File: src/hw/rtl/zna_pkg.sv
`timescale 1ns / 1ps

package zna_pkg;

   localparam int FUNC_W    = 1;
   localparam int SIZE_W    = 17;
   localparam int TAG_W     = 8;
   localparam int ADDR_W    = 16;
   localparam int STATUS_W  = 3;
   localparam int MINFRAG_W = 17;
   localparam int BYTES_W   = 17;

   localparam logic [MINFRAG_W-1:0] MINFRAG_RESET = 17'd64;

   localparam logic [FUNC_W-1:0] FUNC_ALLOC = 1'b0;
   localparam logic [FUNC_W-1:0] FUNC_FREE  = 1'b1;

   localparam logic [STATUS_W-1:0] ST_OK          = 3'd0;
   localparam logic [STATUS_W-1:0] ST_NO_SPACE    = 3'd1;
   localparam logic [STATUS_W-1:0] ST_ZERO_TAG    = 3'd2;
   localparam logic [STATUS_W-1:0] ST_NULL        = 3'd3;
   localparam logic [STATUS_W-1:0] ST_NOT_BLOCK   = 3'd4;
   localparam logic [STATUS_W-1:0] ST_DOUBLE_FREE = 3'd5;

   localparam int OP_W = 4;
   localparam logic [OP_W-1:0] OP_NONE    = 4'd0;
   localparam logic [OP_W-1:0] OP_IDLE    = 4'd1;
   localparam logic [OP_W-1:0] OP_CLR     = 4'd2;
   localparam logic [OP_W-1:0] OP_INIT    = 4'd3;
   localparam logic [OP_W-1:0] OP_A_EVAL  = 4'd4;
   localparam logic [OP_W-1:0] OP_A_FOUND = 4'd5;
   localparam logic [OP_W-1:0] OP_A_BASE  = 4'd6;
   localparam logic [OP_W-1:0] OP_F_CHK   = 4'd7;
   localparam logic [OP_W-1:0] OP_F_PREV  = 4'd8;
   localparam logic [OP_W-1:0] OP_F_NEXT  = 4'd9;
   localparam logic [OP_W-1:0] OP_SETPREV = 4'd10;
   localparam logic [OP_W-1:0] OP_DONE    = 4'd11;

   typedef struct packed {
      logic [OP_W-1:0] op;
   } zna_cmd_type;

   typedef struct packed {
      logic req_fire;
      logic is_free;
      logic pre_done;
      logic clr_last;
      logic found;
      logic fail;
      logic split;
      logic chk_err;
      logic merge;
      logic rsp_free;
   } zna_stat_type;

endpackage

File: src/hw/rtl/zna_ctrl.sv
`timescale 1ns / 1ps

module zna_ctrl import zna_pkg::*; (
   input  logic         clock,
   input  logic         reset,
   input  zna_stat_type stat,
   output zna_cmd_type  cmd
);

   localparam logic [4:0] S_CLR       = 5'd0;
   localparam logic [4:0] S_INIT      = 5'd1;
   localparam logic [4:0] S_IDLE      = 5'd2;
   localparam logic [4:0] S_A_WAIT    = 5'd3;
   localparam logic [4:0] S_A_EVAL    = 5'd4;
   localparam logic [4:0] S_A_FOUND   = 5'd5;
   localparam logic [4:0] S_A_ON_WAIT = 5'd6;
   localparam logic [4:0] S_A_ON_WR   = 5'd7;
   localparam logic [4:0] S_A_BASE    = 5'd8;
   localparam logic [4:0] S_F_WAIT    = 5'd9;
   localparam logic [4:0] S_F_CHK     = 5'd10;
   localparam logic [4:0] S_F_P_WAIT  = 5'd11;
   localparam logic [4:0] S_F_P_CHK   = 5'd12;
   localparam logic [4:0] S_F_PN_WAIT = 5'd13;
   localparam logic [4:0] S_F_PN_WR   = 5'd14;
   localparam logic [4:0] S_F_N_WAIT  = 5'd15;
   localparam logic [4:0] S_F_N_CHK   = 5'd16;
   localparam logic [4:0] S_F_NN_WAIT = 5'd17;
   localparam logic [4:0] S_F_NN_WR   = 5'd18;
   localparam logic [4:0] S_DONE      = 5'd19;

   logic [4:0] state_ff;
   logic [4:0] state_in;

   always_comb begin
      state_in = state_ff;
      cmd.op   = OP_NONE;
      case (state_ff)
         S_CLR: begin
            cmd.op = OP_CLR;
            if (stat.clr_last) begin
               state_in = S_INIT;
            end
         end
         S_INIT: begin
            cmd.op   = OP_INIT;
            state_in = S_IDLE;
         end
         S_IDLE: begin
            cmd.op = OP_IDLE;
            if (stat.req_fire) begin
               if (stat.pre_done) begin
                  state_in = S_DONE;
               end else if (stat.is_free) begin
                  state_in = S_F_WAIT;
               end else begin
                  state_in = S_A_WAIT;
               end
            end
         end
         S_A_WAIT: state_in = S_A_EVAL;
         S_A_EVAL: begin
            cmd.op = OP_A_EVAL;
            if (stat.found) begin
               state_in = S_A_FOUND;
            end else if (stat.fail) begin
               state_in = S_DONE;
            end else begin
               state_in = S_A_WAIT;
            end
         end
         S_A_FOUND: begin
            cmd.op   = OP_A_FOUND;
            state_in = stat.split ? S_A_ON_WAIT : S_A_BASE;
         end
         S_A_ON_WAIT: state_in = S_A_ON_WR;
         S_A_ON_WR: begin
            cmd.op   = OP_SETPREV;
            state_in = S_A_BASE;
         end
         S_A_BASE: begin
            cmd.op   = OP_A_BASE;
            state_in = S_DONE;
         end
         S_F_WAIT: state_in = S_F_CHK;
         S_F_CHK: begin
            cmd.op   = OP_F_CHK;
            state_in = stat.chk_err ? S_DONE : S_F_P_WAIT;
         end
         S_F_P_WAIT: state_in = S_F_P_CHK;
         S_F_P_CHK: begin
            cmd.op   = OP_F_PREV;
            state_in = stat.merge ? S_F_PN_WAIT : S_F_N_WAIT;
         end
         S_F_PN_WAIT: state_in = S_F_PN_WR;
         S_F_PN_WR: begin
            cmd.op   = OP_SETPREV;
            state_in = S_F_N_WAIT;
         end
         S_F_N_WAIT: state_in = S_F_N_CHK;
         S_F_N_CHK: begin
            cmd.op   = OP_F_NEXT;
            state_in = stat.merge ? S_F_NN_WAIT : S_DONE;
         end
         S_F_NN_WAIT: state_in = S_F_NN_WR;
         S_F_NN_WR: begin
            cmd.op   = OP_SETPREV;
            state_in = S_DONE;
         end
         S_DONE: begin
            cmd.op = OP_DONE;
            if (stat.rsp_free) begin
               state_in = S_IDLE;
            end
         end
         default: state_in = S_IDLE;
      endcase
   end

   always_ff @(posedge clock) begin
      if (reset) begin
         state_ff <= S_CLR;
      end else begin
         state_ff <= state_in;
      end
   end

endmodule

File: config.mk
export PLATFORM = sky130hd
export DESIGN_NAME = zna_ctrl
export DESIGN_NICKNAME = d
export VERILOG_FILES = /design/src/hw/rtl/zna_pkg.sv /design/src/hw/rtl/zna_ctrl.sv
export SDC_FILE = /design/constraint.sdc
export NUM_CORES = 1
export LEC_CHECK = 0
export ABC_AREA = 0
export BUFFER_PORTS_ARGS = -buffer_cell sky130_fd_sc_hd__buf_4
export CAP_MARGIN = 10
export CORE_AREA = 3 3 40 42
export CTS_BUF_LIST = sky130_fd_sc_hd__clkbuf_8
export DETAILED_ROUTE_END_ITERATION = 16
export DIE_AREA = 0 0 43 45
export PLACE_DENSITY = 0.77
export REMOVE_ABC_BUFFERS = 1
export SYNTH_ARGS = -nofsm -noshare
export SYNTH_HDL_FRONTEND = slang
export SYNTH_SLANG_ARGS = --single-unit
export TNS_END_PERCENT = 5
File: constraint.sdc
create_clock -name clock -period 1.5 [get_ports clock]
set_clock_uncertainty 0.05 [all_clocks]
set_input_delay 0.15 -clock clock [delete_from_list [all_inputs] [get_ports clock]]
set_output_delay 0.15 -clock clock [all_outputs]
set_load 0.005 [all_outputs]
==> flow_metrics.py, run 1 <==
metrics = {
    "floorplan": {
        "num_io_pins": 16,
        "start_util_pct": 48.20,
        "die_w_um": 43,
        "row_count": 13,
        "die_y_um": 45,
        "die-area_um2": 1935,
        "core_area_um2": 1285,
    },
    "setup_path": {
        "worstRegToRegCells": 4,
        "worst-path-max-fanout": 5,
        "cp.depth": 4,
        "critical_path_buf_inv_count": 0,
        "cpPeakStageDelay_ns": 0.53,
        "crit_path_start_kind": "register",
        "criticalPathCategory": "reg2reg",
        "r2r-start": "state_ff[4]$_SDFFE_PP0P_",
        "startpoint": "state_ff[4]$_SDFFE_PP0P_",
        "crit_arrival_ns": 1.66,
        "path_cells": "or4b_4 > nand2b_4 > o211ai_1 > o31a_1",
        "end_kind": "register",
        "slowest_stage": "or4b_4",
        "cp_top_family": "simple AND/OR/NAND/NOR gates",
        "required_ns": 1.62,
    },
    "yosys": {
        "synth_flop_cell": "dfxtp_1",
        "synth_top_area_share_pct": 16.16,
        "synth.most_common_cell": "nor2_1",
        "synthXorXnorAreaFrac_pct": 0,
        "synth-edff-count": 0,
        "synth_cell_types": 39,
        "synth-seq-cells": 5,
        "synthAdderAreaFrac_pct": 0,
        "synth_area_leaders": "dfxtp_1 (16%), nor2_1 (7.9%), a21oi_1 (5.7%)",
        "syn_area_um2": 619.3,
        "muxShareOfSynthArea_pct": 0,
        "yosys_warnings": 0,
        "async_flop_share_pct": 0,
        "synth_compound_area_share_pct": 40.00,
        "netlist_instances": 89,
        "yosys-top-cells-count": "nor2_1 (13), a21oi_1 (7), o21ai_0 (6)",
        "synth_top_family_by_area": "compound AO/OA/AOI/OAI gates",
        "synth_area_per_cell_um2": 6.959,
        "ys_seq_area_share_pct": 16.16,
        "synth_area_leader_cell": "dfxtp_1",
        "synthSimpleGateAreaFrac_pct": 34.55,
    },
    "global_routing": {
        "grt_pass1_vias": 731,
        "antenna_found_initial": 0,
        "grt_overflow": 0,
        "grt_max_degree": 17,
        "grt_use_total_pct": 24.27,
        "grt_pass1_wl_um": 3305,
    },
    "sta": {
        "hold_viol": 0,
        "setup_ws_ns": -0.04470,
        "worstMarginPinSlew_ns": 0.4070,
        "finalSetupViolCount": 4,
        "hold_ws_ns": 0.05727,
        "rsz0062_at_grt": "true",
        "maxSlewHeadroom_pct": 72.17,
        "drv_slew": 0,
        "min_period_over_period_pct": 103.0,
        "min_period_ns": 1.545,
        "fmax_mhz": 647.4,
        "tns_ns": -0.1365,
    },
    "pwr": {
        "leakagePower_nw": 0.4140,
        "irDropWorstVdd_mv": 0.6293,
        "p_per_area_nw_per_um2": 991.6,
    },
    "cells_and_area": {
        "nNetsFinal": 131,
        "layout-drive-gt1-share_pct": 43.22,
        "n_antenna_cell": 0,
        "regArea_um2": 112.6,
        "fin_util_pct": 73.61,
        "multi_input_area_um2": 491.7,
        "nFillCells": 100,
        "largest_reg_flops": 5,
        "regMostFlops": "state_ff",
        "areaGrowthSynthToFinish_pct": 52.73,
        "reg.largest.list": "state_ff: 5 flops",
    },
    "clock_network": {
        "clock_path_buffers": 2,
        "cts_inserted_buffers": 3,
        "cts_root_buf": "clkbuf_8",
        "cts_num_sinks": 5,
        "cts_tree": "done",
        "clock_latency_ns": 0.23,
        "holdBufCountCts": 0,
        "htree_levels": 1,
        "path_clk_slew_ns": 0.04,
    },
    "worst_hold_path": {
        "min_from": "reset",
        "hold-path-cell-count": 2,
        "hold_path_class": "in2reg",
    },
    "outcome": {
        "violations": "setup timing",
        "status": "finished with violations",
    },
    "placement": {
        "gp_congestion": 0.9416,
        "pre_cts_ws_ns": -0.1001,
        "hpwl_um": 1444,
        "numPortBuffers": 15,
    },
    "drt": {
        "drt-pass1-iter-count": 4,
        "post_drt_wl_per_cell_um": 15.28,
        "vias_per_cell": 6.045,
        "via_count": 804,
        "ant_nets": 0,
        "drc_errors": 0,
        "routed_wl_um": 2032,
        "drt-initial-drc-count": 26,
    },
    "job": {
        "cap_violations": 0,
    },
}
-- worst reg2reg max path: cells and delay by family (launching register included) --
| kind | cells | cell delay (ns) |
|---|---|---|
| DFF | 1 | 0.36 |
| AOI/OAI and AO/OA | 2 | 0.37 |
| and+or+nand+nor | 2 | 0.70 |
-- metal layers --
| layer | track usage, % | wire length (um) | vias up |
|---|---|---|---|
| li1 | - | - | 394 |
| met1 | 28.81 | 828 | 367 |
| met2 | 37.13 | 971 | 36 |
| met3 | 5.976 | 143 | 7 |
| met4 | 19.88 | 88 | 0 |
| met5 | 0 | 0 | - |
-- worst paths after layout --
kind                              end  slack (ns)
max          state_ff[1]$_SDFFE_PP0P_       -0.04
min          state_ff[3]$_SDFFE_PP0P_        0.06
max reg2reg  state_ff[1]$_SDFFE_PP0P_       -0.04
min reg2reg  state_ff[2]$_SDFFE_PP0P_        0.61
-- where the power goes --
group	internal (mW)	leakage, nW	switching, mW
sequential	0.150	0.0435	0.0216
combinational	0.264	0.344	0.244
clock	0.177	0.0269	0.0818
total	0.591	0.414	0.347
-- layout make-up --
| class | instances | share of cell area [%] |
|---|---|---|
| Inverter | 3 | 1.190 |
| Sequential cell | 5 | 11.90 |
| Tap cell | 15 | 1.984 |
| Timing Repair Buffer | 34 | 28.17 |
| Multi-Input combinational cell | 72 | 51.98 |
| Clock inverter | 1 | 0.3968 |
| Clock buffer | 3 | 4.365 |
-- cell families after synthesis --
group / after synthesis
AOI/OAI and AO/OA: 36
and+or+nand+nor: 36
buffers and inverters: 12
DFF: 5
-- stage by stage --
step	total power, mW	instances	area (um2)
floorplan	0.4219	80	573.1
global placement	0.6199	127	832.0
detailed placement	0.6286	127	832.0
CTS	0.9273	134	943.4
global route	1.003	133	945.9
finish	0.9380	133	945.9
-- placed cells by master, fill, tap and decap left out, types with 2 or more instances in the layout --
master    instances
o211ai_1          2
o21ai_1           4
nand3_1           2
nand2_1           3
nor2_1           12
dfxtp_4           3
nand2b_4          2
a31oi_1           2
inv_1             4
o21ai_0           4
a22oi_1           3
nand4_1           3
nor2b_1           3
buf_4            31
buf_6             3
clkbuf_8          3
a21oi_1           6
-- repair_timing --
item / in CTS / in global routing
setup endpoints to repair: 7 / 8
buffers inserted: 3 / 0
pin swaps: 3 / 4
gates resized for setup: 16 / 3
endpoints found under the hold margin: 0 / 0
(Power assumes the default switching activity.)
==> run 2: changes to the inputs <==
--- a/config.mk
+++ b/config.mk
@@ -5,14 +5,14 @@
 export SDC_FILE = /design/constraint.sdc
 export NUM_CORES = 1
 export LEC_CHECK = 0
-export ABC_AREA = 0
+export ABC_AREA = 1
 export BUFFER_PORTS_ARGS = -buffer_cell sky130_fd_sc_hd__buf_4
 export CAP_MARGIN = 10
 export CORE_AREA = 3 3 40 42
 export CTS_BUF_LIST = sky130_fd_sc_hd__clkbuf_8
 export DETAILED_ROUTE_END_ITERATION = 16
 export DIE_AREA = 0 0 43 45
-export PLACE_DENSITY = 0.77
+export PLACE_DENSITY = 0.76
 export REMOVE_ABC_BUFFERS = 1
 export SYNTH_ARGS = -nofsm -noshare
 export SYNTH_HDL_FRONTEND = slang
==> flow_metrics.py, run 2 <==
metrics = {
    "yosys": {
        "yosys-top-cells-count": "nand2_1 (40), nor2_1 (26), nand3_1 (16)",
        "netlist_instances": 121,
        "synth_area_leaders": "nand2_1 (25%), dfxtp_1 (17%), nor2_1 (16%)",
        "synth_flop_cell": "dfxtp_1",
        "synth.most_common_cell": "nand2_1",
        "synth-edff-count": 0,
        "syn_area_um2": 600.6,
        "synth_cell_types": 15,
        "yosys_warnings": 0,
        "ys_seq_area_share_pct": 16.67,
        "synth_area_per_cell_um2": 4.963,
        "async_flop_share_pct": 0,
        "synth_top_area_share_pct": 25.00,
        "synth-seq-cells": 5,
        "synth_area_leader_cell": "nand2_1",
    },
    "setup_path": {
        "slowest_stage": "dfxtp_4",
        "required_ns": 1.30,
        "worst-path-max-fanout": 5,
        "end_kind": "output pin",
        "criticalPathCategory": "reg2out",
        "path_cells": "inv_4 > nand2_4 > nor2_4 > o21ai_2 > nand2_2 > nor2_4 > nand4_1 > buf_4",
        "cpPeakStageDelay_ns": 0.39,
        "crit_path_start_kind": "register",
        "cp.depth": 8,
        "critPathMostFrequentCell": "nor2_4",
        "crit_arrival_ns": 1.37,
        "critical_path_buf_inv_count": 2,
        "cp_top_family": "simple AND/OR/NAND/NOR gates",
        "worstRegToRegCells": 9,
    },
    "drt": {
        "via_count": 921,
        "vias_per_cell": 5.515,
        "post_drt_wl_per_cell_um": 12.41,
        "routed_wl_um": 2073,
        "drc_errors": 0,
        "drt-initial-drc-count": 52,
        "ant_nets": 0,
        "drt-pass1-iter-count": 4,
    },
    "placement": {
        "dpl-instance-area_um2": 772.0,
        "gp_congestion": 0.8943,
        "numPortBuffers": 15,
        "hpwl_um": 1392,
    },
    "clock_network": {
        "path_clk_slew_ns": 0.04,
        "cts_root_buf": "clkbuf_8",
        "cts_tree": "done",
        "cts_inserted_buffers": 3,
        "cts_num_sinks": 5,
        "htree_levels": 1,
        "clock_path_buffers": 2,
        "clock_latency_ns": 0.22,
    },
    "pwr": {
        "p_clk_share_pct": 16.4,
        "p_total_mw": 1.440,
        "seq_power_share_pct": 18.3,
        "p_per_area_nw_per_um2": 1464,
        "leakagePower_nw": 0.5564,
        "netSwitchingFraction_pct": 47.67,
        "irDropWorstVdd_mv": 0.8624,
        "p_int_mw": 0.7534,
        "p_comb_share_pct": 65.2,
        "power.switching_mw": 0.6864,
    },
    "global_routing": {
        "met2_usage_pct": 42.22,
        "grt_pass1_vias": 900,
        "grt_max_degree": 10,
        "gr-usage-met3_pct": 6.375,
        "grt_overflow": 0,
        "grt_pass1_wl_um": 3629,
        "antenna_found_initial": 0,
        "busiest_layer": "met2",
        "grt_use_total_pct": 24.29,
        "met1_usage_pct": 30.53,
    },
    "cells_and_area": {
        "final_common_cell": "nand2_1",
        "largest_reg_flops": 5,
        "areaGrowthSynthToFinish_pct": 63.75,
        "reg.largest.list": "state_ff: 5 flops",
        "mostFrequentLayoutCells": "nand2_1 (37), buf_4 (26), nor2_1 (19)",
        "nNetsFinal": 165,
        "layout-drive-gt1-share_pct": 37.50,
        "stdcell_area_um2": 983.4,
        "n_antenna_cell": 0,
        "regMostFlops": "state_ff",
    },
    "sta": {
        "setup_ws_ns": -0.06848,
        "min_period_ns": 1.568,
        "rsz0062_at_grt": "true",
        "worstMarginPinSlew_ns": 0.2627,
        "fmax_mhz": 637.6,
        "hold_ws_ns": 0.06191,
        "finalSetupViolCount": 5,
        "maxSlewHeadroom_pct": 82.35,
        "min_period_over_period_pct": 104.6,
        "drv_slew": 0,
        "hold_viol": 0,
    },
    "floorplan": {
        "row_count": 13,
        "die-area_um2": 1935,
        "die_y_um": 45,
        "start_util_pct": 46.74,
        "core_area_um2": 1285,
        "num_io_pins": 16,
        "die_w_um": 43,
    },
    "outcome": {
        "status": "finished with violations",
        "violations": "setup timing",
    },
    "worst_hold_path": {
        "hold-path-cell-count": 2,
        "hold_path_class": "in2reg",
    },
    "job": {
        "cap_violations": 0,
    },
}
run 2: area by class of cell:
cell class              count  area [um2]
fillers                   108       301.5
multi-input cells         101       533.0
flip-flops and latches      5       113.9
inverters                  14       55.05
clock buffers               3       41.29
repair buffers             28       217.7
well taps                  15       18.77
clock inverters             1       3.754
run 2: logic make-up (layout without fill, tap and decap cells):
kind of cell           Yosys count  after routing  share of synthesized area (%)
AOI/OAI and AO/OA                9              9                          7.917
buffers and inverters           15             46                          9.582
DFF                              5              5                          16.67
and+or+nand+nor                 92             92                          65.83
run 2: per-layer routing:
| layer | wire length, um | vias up |
|---|---|---|
| li1 | - | 452 |
| met1 | 862 | 417 |
| met4 | 21 | 0 |
| met5 | 0 | - |
| met2 | 1017 | 49 |
| met3 | 172 | 3 |
run 2: repair_timing:
action                                  4_1_cts  5_1_grt
endpoints found under the setup margin        8        8
resized for setup                            34        4
hold buffers                                  0        0
buffers inserted                              7        0
pin swaps                                     9        5
run 2: power groups by stage:
stage	Combinational, mW	Clock (mW)	Sequential, mW
global route	1.05	0.257	0.273
global placement	0.783	0	0.224
finish	0.939	0.236	0.264
detailed placement	0.783	0	0.227
CTS	0.900	0.240	0.256
floorplan	0.523	0	0.217
run 2: worst paths after layout:
kind	start	end	slack [ns]
worst min-delay path	reset	state_ff[4]$_SDFFE_PP0P_	0.06
worst max-delay path	state_ff[2]$_SDFFE_PP0P_	cmd[1]	-0.07
worst max register to register	state_ff[0]$_SDFFE_PP0P_	state_ff[1]$_SDFFE_PP0P_	-0.02
worst min register to register	state_ff[1]$_SDFFE_PP0P_	state_ff[2]$_SDFFE_PP0P_	0.66
run 2: stage by stage:
step                instances  util (%)  worst slack (ns)  TNS (ns)
CTS                       167     75.17          -0.03840  -0.06719
finish                    167     76.53          -0.06848   -0.2029
floorplan                 120         -            0.1536         0
global placement          156     60.08          -0.02863  -0.02863
detailed placement        156     60.08          -0.05263   -0.1102
global route              167     76.53           -0.1828   -0.9403
==> run 3: changes to the inputs <==
--- a/config.mk
+++ b/config.mk
@@ -12,6 +12,7 @@
 export CTS_BUF_LIST = sky130_fd_sc_hd__clkbuf_8
 export DETAILED_ROUTE_END_ITERATION = 16
 export DIE_AREA = 0 0 43 45
+export GPL_TIMING_DRIVEN = 0
 export PLACE_DENSITY = 0.76
 export REMOVE_ABC_BUFFERS = 1
 export SYNTH_ARGS = -nofsm -noshare
==> flow_metrics.py, run 3 (synthesized netlist as in run 2, its figures left out) <==
metrics = {
    "setup_path": {
        "crit_path_start_kind": "register",
        "r2r-start": "state_ff[2]$_SDFFE_PP0P_",
        "crit_arrival_ns": 1.39,
        "end_kind": "output pin",
        "reg2reg_slack_ns": 0.02,
        "worstRegToRegCells": 10,
        "criticalPathCategory": "reg2out",
        "required_ns": 1.30,
        "worst-path-max-fanout": 5,
        "r2r_end": "state_ff[1]$_SDFFE_PP0P_",
    },
    "sta": {
        "hold_ws_ns": 0.06637,
        "finalSetupViolCount": 4,
        "fmax_mhz": 627.9,
        "maxSlewHeadroom_pct": 84.24,
        "hold_viol": 0,
        "tns_ns": -0.2126,
        "min_period_ns": 1.593,
        "min_period_over_period_pct": 106.2,
        "setup_ws_ns": -0.09256,
        "worstMarginPinSlew_ns": 0.2359,
        "rsz0062_at_grt": "true",
        "drv_slew": 0,
    },
    "cells_and_area": {
        "reg.largest.list": "state_ff: 5 flops",
        "largest_reg_flops": 5,
        "layout-drive-gt1-share_pct": 42.28,
        "areaGrowthSynthToFinish_pct": 66.25,
        "multi_input_area_um2": 568.0,
        "n_antenna_cell": 0,
        "regArea_um2": 116.4,
        "stdcell_area_um2": 998.5,
        "regMostFlops": "state_ff",
        "fin_util_pct": 77.70,
        "nNetsFinal": 162,
        "final_common_cell": "nand2_1",
        "nFillCells": 100,
        "final_cell_count_no_fill": 164,
        "mostFrequentLayoutCells": "nand2_1 (35), buf_4 (25), nor2_1 (15)",
    },
    "clock_network": {
        "clock_latency_ns": 0.22,
        "cts_tree": "done",
        "cts_inserted_buffers": 3,
        "path_clk_slew_ns": 0.04,
        "cts_root_buf": "clkbuf_8",
        "cts_num_sinks": 5,
        "htree_levels": 1,
        "clock_path_buffers": 2,
    },
    "global_routing": {
        "grt_use_total_pct": 21.25,
        "grt_max_degree": 10,
        "grt_pass1_vias": 799,
        "grt_pass1_wl_um": 3229,
        "antenna_found_initial": 0,
        "grt_overflow": 0,
    },
    "drt": {
        "drc_errors": 0,
        "vias_per_cell": 5.738,
        "routed_wl_um": 2256,
        "post_drt_wl_per_cell_um": 13.76,
        "drt-initial-drc-count": 50,
        "ant_nets": 0,
        "via_count": 941,
        "drt-pass1-iter-count": 4,
    },
    "placement": {
        "pre_cts_ws_ns": -0.1049,
        "numPortBuffers": 15,
        "placedCellCount": 150,
        "dpl-instance-area_um2": 726.9,
        "hpwl_um": 1352,
        "gp_congestion": 0.8741,
    },
    "floorplan": {
        "core_area_um2": 1285,
        "die-area_um2": 1935,
        "die_y_um": 45,
        "start_util_pct": 46.74,
        "row_count": 13,
        "num_io_pins": 16,
        "die_w_um": 43,
    },
    "pwr": {
        "p_per_area_nw_per_um2": 1549,
        "leakagePower_nw": 0.5385,
        "irDropWorstVdd_mv": 0.9732,
        "p_total_mw": 1.547,
    },
    "job": {
        "cap_violations": 0,
    },
    "worst_hold_path": {
        "hold_path_class": "in2reg",
        "min_from": "reset",
        "hold-path-cell-count": 2,
        "min_to": "state_ff[4]$_SDFFE_PP0P_",
    },
    "outcome": {
        "status": "finished with violations",
        "violations": "setup timing",
    },
}
==> run 3: timing repair <==
item / in CTS / in global routing
setup buffers: 9 / 1
setup endpoints to repair: 8 / 8
hold buffers: 0 / 0
resized for setup: 22 / 30
pin swaps: 5 / 9
==> run 3: worst max-delay path by stage <==
stage,from,endpoint
after floorplan,state_ff[4]$_SDFFE_PP0P_,state_ff[1]$_SDFFE_PP0P_
after global placement,state_ff[4]$_SDFFE_PP0P_,cmd[1]
after detailed placement,state_ff[4]$_SDFFE_PP0P_,cmd[1]
after CTS,state_ff[3]$_SDFFE_PP0P_,cmd[1]
after global routing,state_ff[2]$_SDFFE_PP0P_,cmd[1]
final,state_ff[2]$_SDFFE_PP0P_,cmd[1]
==> run 3: power breakdown <==
part / total [mW] / switching (mW) / internal, mW
Clock: 0.239 / 0.0638 / 0.175
Combinational: 1.03 / 0.604 / 0.425
Sequential: 0.278 / 0.0928 / 0.186
Total: 1.55 / 0.760 / 0.786
==> run 3: area by class of cell <==
cell class                      count  area share (%)
Timing Repair Buffer               25           18.80
Sequential cell                     5           11.65
Multi-Input combinational cell    101           56.89
Inverter                           14           6.266
Clock inverter                      1          0.3759
Tap cell                           15           1.880
Clock buffer                        3           4.135
==> run 3: routing by layer <==
layer  GRT usage [%]  share of wire [%]
met5               0                  0
met1           28.26                 42
met2           37.13                 50
met4           4.819               0.35
met3           2.390                7.5
==> run 3: worst max-delay path, stage by stage (launching register included) <==
cell and delay (ns):
dfxtp_4 0.38, inv_2 0.07, nand2_4 0.08, nor2_4 0.05, o21ai_2 0.14, nand2_1 0.09
nor2_2 0.12, nand4_1 0.10, buf_4 0.14
